File: src/hw/rtl/flt_pkg.sv
package flt_pkg;

  // op codes of the command channel
  typedef enum logic [2:0] {
    OP_TICK  = 3'd0,
    OP_WATER = 3'd1,
    OP_LOAD  = 3'd2,
    OP_SET   = 3'd3,
    OP_CLEAR = 3'd4,
    OP_READ  = 3'd5
  } op_e;

  // filter status codes
  typedef enum logic [1:0] {
    STAT_NEW     = 2'd0,
    STAT_NORMAL  = 2'd1,
    STAT_WARNING = 2'd2,
    STAT_EXPIRED = 2'd3
  } status_e;

  // configuration register indexes
  typedef enum logic [2:0] {
    REG_TEST_ACTIVE    = 3'd0,
    REG_FAST_ENABLE    = 3'd1,
    REG_WARN_SEC       = 3'd2,
    REG_WARN_ML        = 3'd3,
    REG_FAST_SEC       = 3'd4,
    REG_FAST_SEC_WARN  = 3'd5,
    REG_FAST_ML        = 3'd6,
    REG_FAST_ML_WARN   = 3'd7
  } cfg_e;

  // sequencer states
  typedef enum logic [2:0] {
    S_IDLE,
    S_MUL,
    S_DED_SEC,
    S_DED_ML,
    S_CLS_SEC,
    S_CLS_ML,
    S_EMIT
  } state_e;

  localparam int unsigned DataW = 32;
  localparam int unsigned StepW = 16;

  // control group from sequencer to datapath
  typedef struct packed {
    logic load_wr;
    logic set_wr;
    logic clr_cnt;
    logic tick_cnt;
    logic mul;
    logic ded_sec;
    logic ded_ml;
    logic cls_sec;
    logic cls_ml;
    logic emit;
    logic last;
  } ctl_t;

endpackage

File: src/hw/rtl/flt_alu.sv
module flt_alu (
  input  logic [flt_pkg::DataW-1:0] val_i,
  input  logic [flt_pkg::DataW-1:0] step_i,
  input  logic [flt_pkg::DataW-1:0] thr_i,
  input  logic                      clamp_i,
  output logic [flt_pkg::DataW-1:0] res_o,
  output logic                      le_thr_o,
  output logic                      zero_o
);
  import flt_pkg::*;

  logic [DataW-1:0] diff;
  logic             gt;

  // shared subtract and compare
  assign diff = val_i - step_i;
  assign gt   = val_i > step_i;

  // deduct with floor at zero, or stop at the threshold
  always_comb begin
    if (clamp_i && gt && (diff < thr_i)) begin
      res_o = thr_i;
    end else if (gt) begin
      res_o = diff;
    end else begin
      res_o = '0;
    end
  end

  // classification flags
  assign le_thr_o = val_i <= thr_i;
  assign zero_o   = val_i == '0;

endmodule

File: src/hw/rtl/flt_ctrl.sv
module flt_ctrl #(
  parameter int unsigned NUM_FILTERS = 4,
  parameter int unsigned IdxW = (NUM_FILTERS > 1) ? $clog2(NUM_FILTERS) : 1
) (
  input  logic            clk_i,
  input  logic            rst_ni,
  input  logic            start_i,
  input  logic [2:0]      op_i,
  input  logic [3:0]      filter_index_i,
  output logic            busy_o,
  output logic [IdxW-1:0] idx_o,
  output flt_pkg::ctl_t   ctl_o
);
  import flt_pkg::*;

  state_e          state_q, state_d;
  logic [IdxW-1:0] idx_q, idx_d;
  logic            accept;
  logic            in_range;
  logic            last_flt;
  op_e             op;

  assign op       = op_e'(op_i);
  assign accept   = start_i && (state_q == S_IDLE);
  assign in_range = {1'b0, filter_index_i} < 5'(NUM_FILTERS);
  assign last_flt = idx_q == IdxW'(NUM_FILTERS - 1);

  // next state
  always_comb begin
    state_d = state_q;
    case (state_q)
      S_IDLE: begin
        if (start_i) begin
          case (op)
            OP_TICK:  state_d = S_DED_SEC;
            OP_WATER: state_d = in_range ? S_MUL : S_IDLE;
            OP_LOAD,
            OP_SET,
            OP_READ:  state_d = in_range ? S_EMIT : S_IDLE;
            default:  state_d = S_IDLE;
          endcase
        end
      end
      S_MUL:     state_d = S_DED_ML;
      S_DED_ML:  state_d = S_EMIT;
      S_EMIT:    state_d = S_IDLE;
      S_DED_SEC: state_d = S_CLS_SEC;
      S_CLS_SEC: state_d = S_CLS_ML;
      S_CLS_ML:  state_d = last_flt ? S_IDLE : S_DED_SEC;
      default:   state_d = S_IDLE;
    endcase
  end

  // filter pointer
  always_comb begin
    idx_d = idx_q;
    if (accept) begin
      idx_d = (op == OP_TICK) ? '0 : filter_index_i[IdxW-1:0];
    end else if ((state_q == S_CLS_ML) && !last_flt) begin
      idx_d = idx_q + 1'b1;
    end
  end

  // control outputs
  always_comb begin
    ctl_o          = '0;
    ctl_o.load_wr  = accept && (op == OP_LOAD) && in_range;
    ctl_o.set_wr   = accept && (op == OP_SET) && in_range;
    ctl_o.clr_cnt  = accept && (op == OP_CLEAR);
    ctl_o.tick_cnt = accept && (op == OP_TICK);
    ctl_o.mul      = state_q == S_MUL;
    ctl_o.ded_sec  = state_q == S_DED_SEC;
    ctl_o.ded_ml   = state_q == S_DED_ML;
    ctl_o.cls_sec  = state_q == S_CLS_SEC;
    ctl_o.cls_ml   = state_q == S_CLS_ML;
    ctl_o.emit     = (state_q == S_CLS_ML) || (state_q == S_EMIT);
    ctl_o.last     = (state_q == S_EMIT) || ((state_q == S_CLS_ML) && last_flt);
  end

  assign busy_o = state_q != S_IDLE;
  assign idx_o  = idx_q;

  always_ff @(posedge clk_i or negedge rst_ni) begin
    if (!rst_ni) begin
      state_q <= S_IDLE;
      idx_q   <= '0;
    end else begin
      state_q <= state_d;
      idx_q   <= idx_d;
    end
  end

endmodule

File: src/hw/rtl/filter_life_tracker_unit.sv
// filter life tracker: remaining seconds and millilitres for a set of filters
//
// command channel: an op is taken at a clock edge where start_i is high and
// busy_o is low; the op fields are sampled at that edge. busy_o stays high
// while the op is worked on.
// result channel: each result beat is on the out_* ports for one cycle with
// out_valid_o high; last_o marks the final beat of an op. there is no
// back-pressure, the receiver must take every beat.
// sequencing: a tick walks the filters one after another through one shared
// subtract/compare unit, in the states deduct, seconds compare and millilitre
// compare for each filter, stays busy until the last filter is done and gives
// one beat per filter. a water op goes through a multiply, a deduct and a
// report state in that order, then shows its beat. load, set status and read
// go through the report state alone before their beat. clear gives no beat
// and a new op may follow in the next cycle.
// configuration: cfg_we_i writes register cfg_idx_i at once; write only while
// busy_o is low and no beat is pending.
// reset: all stores clear to zero, status to factory new, the test counter to
// zero and the registers to their defaults; no clearing pass is needed.
module filter_life_tracker_unit #(
  parameter int unsigned NUM_FILTERS = 4,
  parameter int unsigned MIX_MODE    = 1
) (
  input  logic        clk_i,
  input  logic        rst_ni,
  input  logic        start_i,
  output logic        busy_o,
  input  logic [2:0]  op_i,
  input  logic [3:0]  filter_index_i,
  input  logic [15:0] amount_ml_i,
  input  logic [31:0] load_total_ml_i,
  input  logic [31:0] load_total_sec_i,
  input  logic [31:0] load_remain_ml_i,
  input  logic [31:0] load_remain_sec_i,
  input  logic [1:0]  new_status_i,
  input  logic        cfg_we_i,
  input  logic [2:0]  cfg_idx_i,
  input  logic [31:0] cfg_wdata_i,
  output logic        out_valid_o,
  output logic [3:0]  out_index_o,
  output logic [31:0] out_remain_sec_o,
  output logic [31:0] out_remain_ml_o,
  output logic [31:0] out_total_sec_o,
  output logic [31:0] out_total_ml_o,
  output logic [1:0]  out_status_o,
  output logic [31:0] test_seconds_o,
  output logic        last_o
);
  import flt_pkg::*;

  localparam int unsigned IdxW = (NUM_FILTERS > 1) ? $clog2(NUM_FILTERS) : 1;

  // configuration registers
  logic             test_active_q;
  logic             fast_enable_q;
  logic [DataW-1:0] warn_sec_q;
  logic [DataW-1:0] warn_ml_q;
  logic [StepW-1:0] fast_sec_q;
  logic [StepW-1:0] fast_sec_warn_q;
  logic [StepW-1:0] fast_ml_q;
  logic [StepW-1:0] fast_ml_warn_q;

  // filter stores
  logic [DataW-1:0] rsec_q [NUM_FILTERS];
  logic [DataW-1:0] rml_q  [NUM_FILTERS];
  logic [DataW-1:0] tsec_q [NUM_FILTERS];
  logic [DataW-1:0] tml_q  [NUM_FILTERS];
  status_e          stat_q [NUM_FILTERS];
  logic [DataW-1:0] cnt_q;

  // working registers
  logic [StepW-1:0] amount_q;
  logic [DataW-1:0] prod_q;
  logic             sec_zero_q;
  logic             sec_le_q;

  // result registers
  logic             valid_q;
  logic [3:0]       o_index_q;
  logic [DataW-1:0] o_rsec_q;
  logic [DataW-1:0] o_rml_q;
  logic [DataW-1:0] o_tsec_q;
  logic [DataW-1:0] o_tml_q;
  status_e          o_stat_q;
  logic [DataW-1:0] o_cnt_q;
  logic             o_last_q;

  ctl_t             ctl;
  logic [IdxW-1:0]  cur;
  status_e          cur_stat;
  status_e          new_stat;
  logic             fast;
  logic [StepW-1:0] sec_step;
  logic [StepW-1:0] ml_step;
  logic [DataW-1:0] alu_val;
  logic [DataW-1:0] alu_step;
  logic [DataW-1:0] alu_thr;
  logic             alu_clamp;
  logic [DataW-1:0] alu_res;
  logic             alu_le;
  logic             alu_zero;

  // sequencer
  flt_ctrl #(
    .NUM_FILTERS (NUM_FILTERS),
    .IdxW        (IdxW)
  ) u_ctrl (
    .clk_i          (clk_i),
    .rst_ni         (rst_ni),
    .start_i        (start_i),
    .op_i           (op_i),
    .filter_index_i (filter_index_i),
    .busy_o         (busy_o),
    .idx_o          (cur),
    .ctl_o          (ctl)
  );

  assign cur_stat = stat_q[cur];
  assign fast     = test_active_q && fast_enable_q;

  // step selection
  always_comb begin
    sec_step = StepW'(1);
    ml_step  = StepW'(1);
    if (fast) begin
      if ((MIX_MODE != 0) && (cur_stat == STAT_WARNING)) begin
        sec_step = fast_sec_warn_q;
        ml_step  = fast_ml_warn_q;
      end else begin
        sec_step = fast_sec_q;
        ml_step  = fast_ml_q;
      end
    end
  end

  // operand selection for the shared unit
  always_comb begin
    if (ctl.ded_ml || ctl.cls_ml) begin
      alu_val = rml_q[cur];
      alu_thr = warn_ml_q;
    end else begin
      alu_val = rsec_q[cur];
      alu_thr = warn_sec_q;
    end
    if (ctl.ded_ml) begin
      alu_step = prod_q;
    end else begin
      alu_step = {{(DataW-StepW){1'b0}}, sec_step};
    end
  end

  assign alu_clamp = (MIX_MODE != 0) && test_active_q && (cur_stat == STAT_NORMAL);

  flt_alu u_alu (
    .val_i    (alu_val),
    .step_i   (alu_step),
    .thr_i    (alu_thr),
    .clamp_i  (alu_clamp),
    .res_o    (alu_res),
    .le_thr_o (alu_le),
    .zero_o   (alu_zero)
  );

  // reclassification
  always_comb begin
    if ((cur_stat == STAT_NEW) && !test_active_q) begin
      new_stat = cur_stat;
    end else if (sec_zero_q || alu_zero) begin
      new_stat = STAT_EXPIRED;
    end else if (sec_le_q || alu_le) begin
      new_stat = STAT_WARNING;
    end else begin
      new_stat = STAT_NORMAL;
    end
  end

  // configuration writes
  always_ff @(posedge clk_i or negedge rst_ni) begin
    if (!rst_ni) begin
      test_active_q   <= 1'b0;
      fast_enable_q   <= 1'b0;
      warn_sec_q      <= '0;
      warn_ml_q       <= '0;
      fast_sec_q      <= StepW'(1);
      fast_sec_warn_q <= StepW'(1);
      fast_ml_q       <= StepW'(1);
      fast_ml_warn_q  <= StepW'(1);
    end else if (cfg_we_i) begin
      case (cfg_e'(cfg_idx_i))
        REG_TEST_ACTIVE:   test_active_q   <= cfg_wdata_i[0];
        REG_FAST_ENABLE:   fast_enable_q   <= cfg_wdata_i[0];
        REG_WARN_SEC:      warn_sec_q      <= cfg_wdata_i;
        REG_WARN_ML:       warn_ml_q       <= cfg_wdata_i;
        REG_FAST_SEC:      fast_sec_q      <= cfg_wdata_i[StepW-1:0];
        REG_FAST_SEC_WARN: fast_sec_warn_q <= cfg_wdata_i[StepW-1:0];
        REG_FAST_ML:       fast_ml_q       <= cfg_wdata_i[StepW-1:0];
        REG_FAST_ML_WARN:  fast_ml_warn_q  <= cfg_wdata_i[StepW-1:0];
        default: ;
      endcase
    end
  end

  // filter store updates
  always_ff @(posedge clk_i or negedge rst_ni) begin
    if (!rst_ni) begin
      for (int i = 0; i < NUM_FILTERS; i++) begin
        rsec_q[i] <= '0;
        rml_q[i]  <= '0;
        tsec_q[i] <= '0;
        tml_q[i]  <= '0;
        stat_q[i] <= STAT_NEW;
      end
    end else begin
      for (int i = 0; i < NUM_FILTERS; i++) begin
        if (ctl.load_wr && (filter_index_i == 4'(i))) begin
          tml_q[i]  <= load_total_ml_i;
          tsec_q[i] <= load_total_sec_i;
          rml_q[i]  <= load_remain_ml_i;
          rsec_q[i] <= load_remain_sec_i;
          stat_q[i] <= status_e'(new_status_i);
        end
        if (ctl.set_wr && (filter_index_i == 4'(i))) begin
          stat_q[i] <= status_e'(new_status_i);
        end
        if (ctl.ded_sec && (cur == IdxW'(i))) begin
          rsec_q[i] <= alu_res;
        end
        if (ctl.ded_ml && (cur == IdxW'(i))) begin
          rml_q[i] <= alu_res;
        end
        if (ctl.cls_ml && (cur == IdxW'(i))) begin
          stat_q[i] <= new_stat;
        end
      end
    end
  end

  // saturating test counter
  always_ff @(posedge clk_i or negedge rst_ni) begin
    if (!rst_ni) begin
      cnt_q <= '0;
    end else if (ctl.clr_cnt) begin
      cnt_q <= '0;
    end else if (ctl.tick_cnt && test_active_q && (cnt_q != '1)) begin
      cnt_q <= cnt_q + 1'b1;
    end
  end

  // volume product and seconds flags
  always_ff @(posedge clk_i) begin
    if (start_i && !busy_o) begin
      amount_q <= amount_ml_i;
    end
    if (ctl.mul) begin
      prod_q <= DataW'(ml_step) * DataW'(amount_q);
    end
    if (ctl.cls_sec) begin
      sec_zero_q <= alu_zero;
      sec_le_q   <= alu_le;
    end
  end

  // result beat
  always_ff @(posedge clk_i or negedge rst_ni) begin
    if (!rst_ni) begin
      valid_q <= 1'b0;
    end else begin
      valid_q <= ctl.emit;
    end
  end

  always_ff @(posedge clk_i) begin
    if (ctl.emit) begin
      o_index_q <= 4'(cur);
      o_rsec_q  <= rsec_q[cur];
      o_rml_q   <= rml_q[cur];
      o_tsec_q  <= tsec_q[cur];
      o_tml_q   <= tml_q[cur];
      o_stat_q  <= ctl.cls_ml ? new_stat : cur_stat;
      o_cnt_q   <= cnt_q;
      o_last_q  <= ctl.last;
    end
  end

  assign out_valid_o      = valid_q;
  assign out_index_o      = o_index_q;
  assign out_remain_sec_o = o_rsec_q;
  assign out_remain_ml_o  = o_rml_q;
  assign out_total_sec_o  = o_tsec_q;
  assign out_total_ml_o   = o_tml_q;
  assign out_status_o     = o_stat_q;
  assign test_seconds_o   = o_cnt_q;
  assign last_o           = o_last_q;

`ifndef SYNTHESIS
  // a beat only follows a cycle of work
  a_beat_after_busy: assert property (@(posedge clk_i) disable iff (!rst_ni)
    out_valid_o |-> $past(busy_o))
    else $error("result beat without preceding work");

  // the final beat of an op coincides with the block being free again
  a_last_frees: assert property (@(posedge clk_i) disable iff (!rst_ni)
    (out_valid_o && last_o) |-> !busy_o)
    else $error("busy after final beat");

  // a beat that is not final leaves the block busy
  a_mid_busy: assert property (@(posedge clk_i) disable iff (!rst_ni)
    (out_valid_o && !last_o) |-> busy_o)
    else $error("idle before final beat");

  // clear op zeroes the counter
  a_clear_cnt: assert property (@(posedge clk_i) disable iff (!rst_ni)
    ctl.clr_cnt |=> (cnt_q == '0))
    else $error("test counter not cleared");
`endif

endmodule

File: config.mk
export PLATFORM = sky130hd
export DESIGN_NAME = filter_life_tracker_unit
export DESIGN_NICKNAME = d
export VERILOG_FILES = /design/src/hw/rtl/flt_pkg.sv /design/src/hw/rtl/flt_alu.sv /design/src/hw/rtl/flt_ctrl.sv /design/src/hw/rtl/filter_life_tracker_unit.sv
export SDC_FILE = /design/constraint.sdc
export NUM_CORES = 2
export LEC_CHECK = 0
export ABC_AREA = 1
export BUFFER_PORTS_ARGS = -buffer_cell sky130_fd_sc_hd__buf_2
export CAP_MARGIN = 20
export CORE_UTILIZATION = 30
export DETAILED_ROUTE_END_ITERATION = 10
export PLACE_DENSITY_LB_ADDON = 0.1
export SETUP_SLACK_MARGIN = 0.02
export SLEW_MARGIN = 10
export SYNTH_ARGS = -nofsm -noshare
export SYNTH_HDL_FRONTEND = slang
export SYNTH_SLANG_ARGS = --single-unit
File: constraint.sdc
create_clock -name clk_i -period 6.9 [get_ports clk_i]
set_input_delay 0.69 -clock clk_i [delete_from_list [all_inputs] [get_ports clk_i]]
set_output_delay 0.69 -clock clk_i [all_outputs]
set_load 0.01 [all_outputs]
Word level (Yosys, flattened, before mapping)
Cells that the tools add are included.
Storage, ports and cells
  register bits after elaboration: 903
  bits in latches: 0
  bits in writable memories: 0
  memory bits (read-only): 0
  input port bits: 192
  output and inout port bits: 169
  word-level logic and storage cells: 224
  memories kept: 0
Operators by class
  $add $sub $neg: 3
  $mul: 1
  div/mod/pow operators: 0
  order comparisons: 5
  equal/unequal tests: 28
  shift-type cells: 0
  muxes and demuxes: 67
  bitwise logic cells: 1
  reduce and logical (&&, ||, !) cells: 75
Operator list (number)
  32-bit two-way mux: 31
  32-bit binary-select mux with 2-bit select: 4
  16-bit two-way mux: 4
  2-bit two-way mux: 22
  1-bit logical AND: 36
  32-bit by 1-bit adder with 32-bit output (second input constant): 1
  32-bit greater-than comparator: 1
  32-bit less-or-equal comparator: 1
  32-bit logical NOT: 1
  32-bit less-than comparator: 1
  16-bit by 16-bit multiplier with 32-bit output: 1
  32-bit != test (second input constant): 1
  32-bit subtractor: 1
  3-bit == test (second input constant): 9
  2-bit nonzero test: 10
  3-bit by 2-bit == test with 1-bit output (second input constant): 6
  3-bit case mux with 6 select lines: 1
  2-bit AND reduction: 8
  3-bit nonzero test: 5
  3-bit by 1-bit == test with 1-bit output (second input constant): 3
  3-bit logical NOT: 3
  3-bit case mux with 3 select lines: 1
  4-bit by 2-bit == test with 1-bit output (second input constant): 2
  2-bit == test (second input constant): 3
  other kinds (15): 24

Logic depth before layout (Yosys ltp)
  depth after elaboration: 13
  mapped depth: 41
  mapped depth without buffers: 37

Hierarchy
Synthesis repeated with hierarchy kept, for this count alone.
Second synthesis, totals
  cell total of the unflattened synthesis: 6648
  area total of the unflattened synthesis: 53791.6 sq um
By module, submodules not included
  filter_life_tracker_unit: times used 1, cells an instance 5630, area each 48256.3 sq um, seq. area each 23552.6 sq um
  flt_alu: times used 1, cells an instance 942, area each 5098.6 sq um, seq. area each 0.0 sq um
  flt_ctrl: times used 1, cells an instance 76, area each 436.7 sq um, seq. area each 125.1 sq um

Worst setup path after synthesis
Ideal clock, no wire load.
  path kind: register to register
  start point: reg u_ctrl.idx_q[0] (netlist: u_ctrl.idx_o[0])
  end point: reg prod_q[28] (data pin)
  library setup time: 260 ps
  arrival time: 6401 ps
  data required time: 6640 ps
  slack: 239 ps
  stages on the path, launching flop included: 37
  path buffers: 5
  period minus slack after synthesis: 6661 ps
  path through: dfrtp_1 -> buf_4 -> buf_6 -> nand2_1 -> nand3_1 -> nand2_1 -> nor2_1 -> buf_2 -> buf_2 -> nand2_1 -> nand3_1 -> inv_1 -> clkbuf_1 -> nand2_1 -> fa_1 -> fa_1 -> fa_1 -> fa_1 -> inv_1 -> fa_1 -> inv_1 -> fa_1 -> inv_1 -> ha_1 -> nand2_1 -> inv_1 -> a21oi_1 -> nand2_1 -> nand2_1 -> nand3_1 -> nand2_1 -> nand2_1 -> nand3_1 -> nand2_1 -> nand3_1 -> nand2_1 -> xor2_1
Between the ends
  longest elaborated chain between the ends: 8
RTL lines
  start: declaration: line flt_ctrl.sv:17  | logic [IdxW-1:0] idx_q, idx_d;
  start signal: assignment: line flt_ctrl.sv:89  | idx_q <= idx_d;
  2-bit inverter with 3-bit output (not written as such): line filter_life_tracker_unit.sv:118  | assign cur_stat = stat_q[cur];
  2-bit binary-select mux with 2-bit select: line filter_life_tracker_unit.sv:118
  2-bit two-way mux (not written as such) (2 in series): line filter_life_tracker_unit.sv:118
  2-bit == test: line filter_life_tracker_unit.sv:126  | if ((MIX_MODE != 0) && (cur_stat == STAT_WARNING)) begin
  16-bit two-way mux: line filter_life_tracker_unit.sv:126
  16-bit two-way mux: line filter_life_tracker_unit.sv:125  | if (fast) begin
  16-bit by 16-bit multiplier with 32-bit output: line filter_life_tracker_unit.sv:255  | prod_q <= DataW'(ml_step) * DataW'(amount_q);
  end signal: assignment: line filter_life_tracker_unit.sv:255
  end: declaration: line filter_life_tracker_unit.sv:73  | logic [DataW-1:0] prod_q;
Every way passes these cells. The select of a mux whose other input is x is not followed.
A chain may end at the register's enable or synchronous reset.

Final worst setup path
  start point: reg u_ctrl.idx_q[0] (netlist: u_ctrl.idx_o[0])
  end point: reg prod_q[26] (data pin)
The elaborated chain is that of the path after synthesis.

==> impl_metrics.py <==
metrics = {
    "run_status": {
        "status": "finished, final reports clean",
    },
    "cells_and_area": {
        "fin_nets": 7774,
        "fin_util_pct": 36.73,
        "drive_above_1_share_pct": 16.33,
        "area_growth_pct": 21.50,
    },
    "drt": {
        "num_vias": 46590,
        "ant_nets": 0,
        "remaining_drc_errors": 0,
        "drt_iter0_markers": 3573,
        "dr.pass1.iters": 6,
        "drt_wl_total_um": 205900,
        "wl_per_cell_um": 21.36,
        "via_per_inst": 4.832,
    },
    "timing": {
        "hold_ws_ns": 0.08956,
        "fin_skew_ns": 0.05253,
        "fmax_mhz": 148.5,
        "finalHoldViolations": 0,
        "maxSlewViolCount": 0,
        "tns_ns": 0,
        "rsz0062_at_grt": "yes",
        "fin_crit_sh_pct": 97.59,
        "worst_pin_slew_ns": 1.220,
        "setup-violations-final": 0,
        "finalCriticalPeriod_ns": 6.733,
        "slew_headroom_pct": 18.01,
    },
    "floorplan": {
        "io-pin-count": 361,
        "die_y_um": 426.0,
        "dieArea_mm2": 0.1815,
        "core_area_mm2": 0.1784,
        "die_w_um": 426.0,
        "initial_core_util_pct": 30.23,
        "rows": 155,
    },
    "setup_path": {
        "cp.required_ns": 7.42,
        "crit_path_end_kind": "flop",
        "start_kind": "flop",
        "crit_path_max_fanout": 7,
        "critPathSlowestCell": "fa_1",
        "cp_common_cell": "fa_1",
        "critPathArrivalTime_ns": 7.25,
        "worst_path_largest_cell_delay_ns": 0.55,
        "criticalPathCategory": "flop to flop",
    },
    "global_routing": {
        "overflow": 0,
        "first_global_vias": 45870,
        "antenna_found_initial": 30,
        "grt_first_pass_wirelength_um": 302400,
        "grt_start_max_net_pins": 164,
        "grtUsageTotal_pct": 22.31,
    },
    "clock_tree": {
        "numCtsBuffers": 111,
        "clk_pin_slew_ns": 0.06,
        "clk_latency_ns": 0.79,
        "cts_max_path_buffers": 3,
        "cts_root_buffer": "clkbuf_16",
        "cts_tree": "yes",
        "cts_sinks": 903,
        "cts_max_level": 3,
    },
    "yosys": {
        "synthesis.area_mm2": 0.05394,
        "synth_mux_area_share_pct": 0.3340,
        "synth_ff_type": "dfrtp_1",
        "synthXorXnorAreaFrac_pct": 0.8769,
        "synth_cell_types": 57,
        "synth_compound_area_share_pct": 15.02,
        "yosys_register_bits": 903,
        "synthArstFlopShare_pct": 76.19,
        "synth-seq-area-share_pct": 43.90,
        "syn-instance-count": 6567,
        "synth_fa_ha_area_share_pct": 11.97,
        "synth_top_family_by_area": "simple AND/OR/NAND/NOR gates",
        "yosysWarnings": 0,
        "synth_edf_count": 215,
        "synth-simple-area-share_pct": 17.54,
        "postSynthAreaPerCell_um2": 8.213,
    },
    "run": {
        "drv_cap": 0,
    },
    "placement": {
        "dpl.hpwl_um": 143700,
        "gp_congestion": 0.9173,
        "place.port_buffers": 358,
    },
    "worst_hold_path": {
        "hold_class": "input port to flop",
    },
}
==> critical path: cells and delay by family, from the launching register on <==
kind	cells	cell delay [ns]
xor+xnor	1	0.13
fa+ha+maj	7	3.30
buf+inv	11	1.01
simple gates	14	1.28
compound gates	2	0.25
flops	1	0.53
==> cell type report <==
class	count	area, µm²
clock buffer	158	3095
inverter	1111	4190
sequential	903	23690
fill	18780	112900
antenna	8	20.02
tap	2355	2947
timing repair buffer	823	5841
multi-input combinational	4233	25150
clock inverter	52	604.3
==> registers in the layout, summed over array words and instances, names as in the netlist, 128 cells and up <==
signal / flops
tml_q: 128
tsec_q: 128
rml_q: 128
rsec_q: 128
==> cell usage in the layout, fill, tap and decap left out, drive strengths merged, types with 4 or more instances in the layout <==
master | synthesis | layout
nor2 | 682 | 682
a31oi | 30 | 30
o22ai | 135 | 135
a211oi | 6 | 6
fa | 195 | 195
diode | 0 | 8
o21a | 7 | 7
nor4 | 9 | 9
buf | 94 | 815
ha | 204 | 204
nor3 | 32 | 32
nand4 | 24 | 24
a21o | 8 | 8
nand3 | 437 | 437
o21ai | 746 | 746
inv | 1105 | 1107
dlygate4sd3 | 0 | 4
edfxtp | 215 | 215
xor2 | 37 | 37
clkinv | 6 | 46
clkbuf | 227 | 162
mux2i | 18 | 18
dfrtp | 684 | 684
o21bai | 90 | 90
or2 | 17 | 17
bufinv | 0 | 9
xnor2 | 17 | 17
nand3b | 7 | 7
dfstp | 4 | 4
o211ai | 4 | 4
o31ai | 4 | 4
nand2 | 1066 | 1066
a21oi | 441 | 441
==> per-layer routing <==
metal	global-route usage (%)	routed length [µm]	share of wire, %	vias to the layer above
li1	-	-	-	22430
met2	37.30	97900	48	1212
met4	7.891	6687	3.2	4
met3	2.652	9700	4.7	311
met5	0	26	0.013	-
met1	29.62	91630	44	22630
==> path summary, 6_finish.rpt <==
path | startpoint | end | slack [ns] | cells past startpoint
worst max-delay path | u_ctrl.idx_o[0]$_DFFE_PN0P_ | prod_q[26]$_DFFE_PP_ | 0.17 | 35
worst min-delay path | amount_ml_i[12] | amount_q[12]$_DFFE_PP_ | 0.09 | 1
worst max register to register | u_ctrl.idx_o[0]$_DFFE_PN0P_ | prod_q[26]$_DFFE_PP_ | 0.17 | 35
worst min register to register | cnt_q[31]$_DFFE_PN0P_ | test_seconds_o[31]$_DFFE_PP_ | 0.46 | 0
max in group asynchronous | rst_ni | rml_q[93]$_DFFE_PN0P_ | 4.49 | 4
min in group asynchronous | rst_ni | tsec_q[80]$_DFFE_PN0P_ | 0.52 | 2
==> stage by stage <==
| stage | cells | instance area, µm² | setup WS [ns] |
|---|---|---|---|
| after floorplan | 6568 | 53940 | 0.2390 |
| after global placement | 9406 | 61130 | -0.0007625 |
| after detailed placement | 9406 | 61130 | 0.05671 |
| after CTS | 9620 | 64870 | 0.03868 |
| after global routing | 9639 | 65520 | -0.09495 |
| final | 9643 | 65530 | 0.1666 |
==> cells by family (layout without fill, tap and decap cells) <==
group           count (synthesis)  count (layout)
compound gates               1483            1483
xor+xnor                       54              54
fa+ha+maj                     399             399
buf+inv                      1432            2144
flops                         903             903
mux                            18              18
other cells                     1              10
simple gates                 2277            2277
==> synthesized netlist by cell type (5+ instances only) <==
master / number / area share [%]
nand3_2: 16 / 0.30
buf_2: 48 / 0.45
nand3_1: 420 / 3.9
o21a_1: 7 / 0.097
o22ai_1: 135 / 1.6
ha_1: 204 / 4.7
a31oi_1: 30 / 0.35
inv_1: 1088 / 7.6
buf_1: 19 / 0.13
nor3_1: 28 / 0.26
o21ai_2: 5 / 0.081
nor2_1: 676 / 4.7
dfrtp_1: 684 / 32
clkinv_1: 6 / 0.042
buf_4: 13 / 0.18
o21ai_1: 71 / 0.66
o21ai_0: 660 / 6.1
or2_2: 17 / 0.20
o21bai_1: 90 / 1.3
o21ai_4: 10 / 0.30
xnor2_1: 17 / 0.28
fa_1: 195 / 7.2
nand3b_1: 7 / 0.097
buf_6: 14 / 0.29
nand2_1: 1061 / 7.4
inv_2: 17 / 0.12
xor2_1: 37 / 0.60
nand4_1: 24 / 0.28
a21oi_1: 441 / 4.1
clkbuf_1: 227 / 1.6
mux2i_1: 18 / 0.33
nor4_1: 8 / 0.093
a211oi_1: 6 / 0.084
a21o_1: 8 / 0.11
edfxtp_1: 215 / 12
==> what timing repair did <==
| action | CTS | global route |
|---|---|---|
| endpoints found under the hold margin | 71 | 0 |
| buffers inserted | 0 | 10 |
| resized for setup | 0 | 120 |
| hold buffers | 4 | 0 |
| setup endpoints to repair | 0 | 262 |
Power is left out: the tool's default activity adds up to more than one toggle a clock period on the data nets, which glitch-free logic cannot reach.
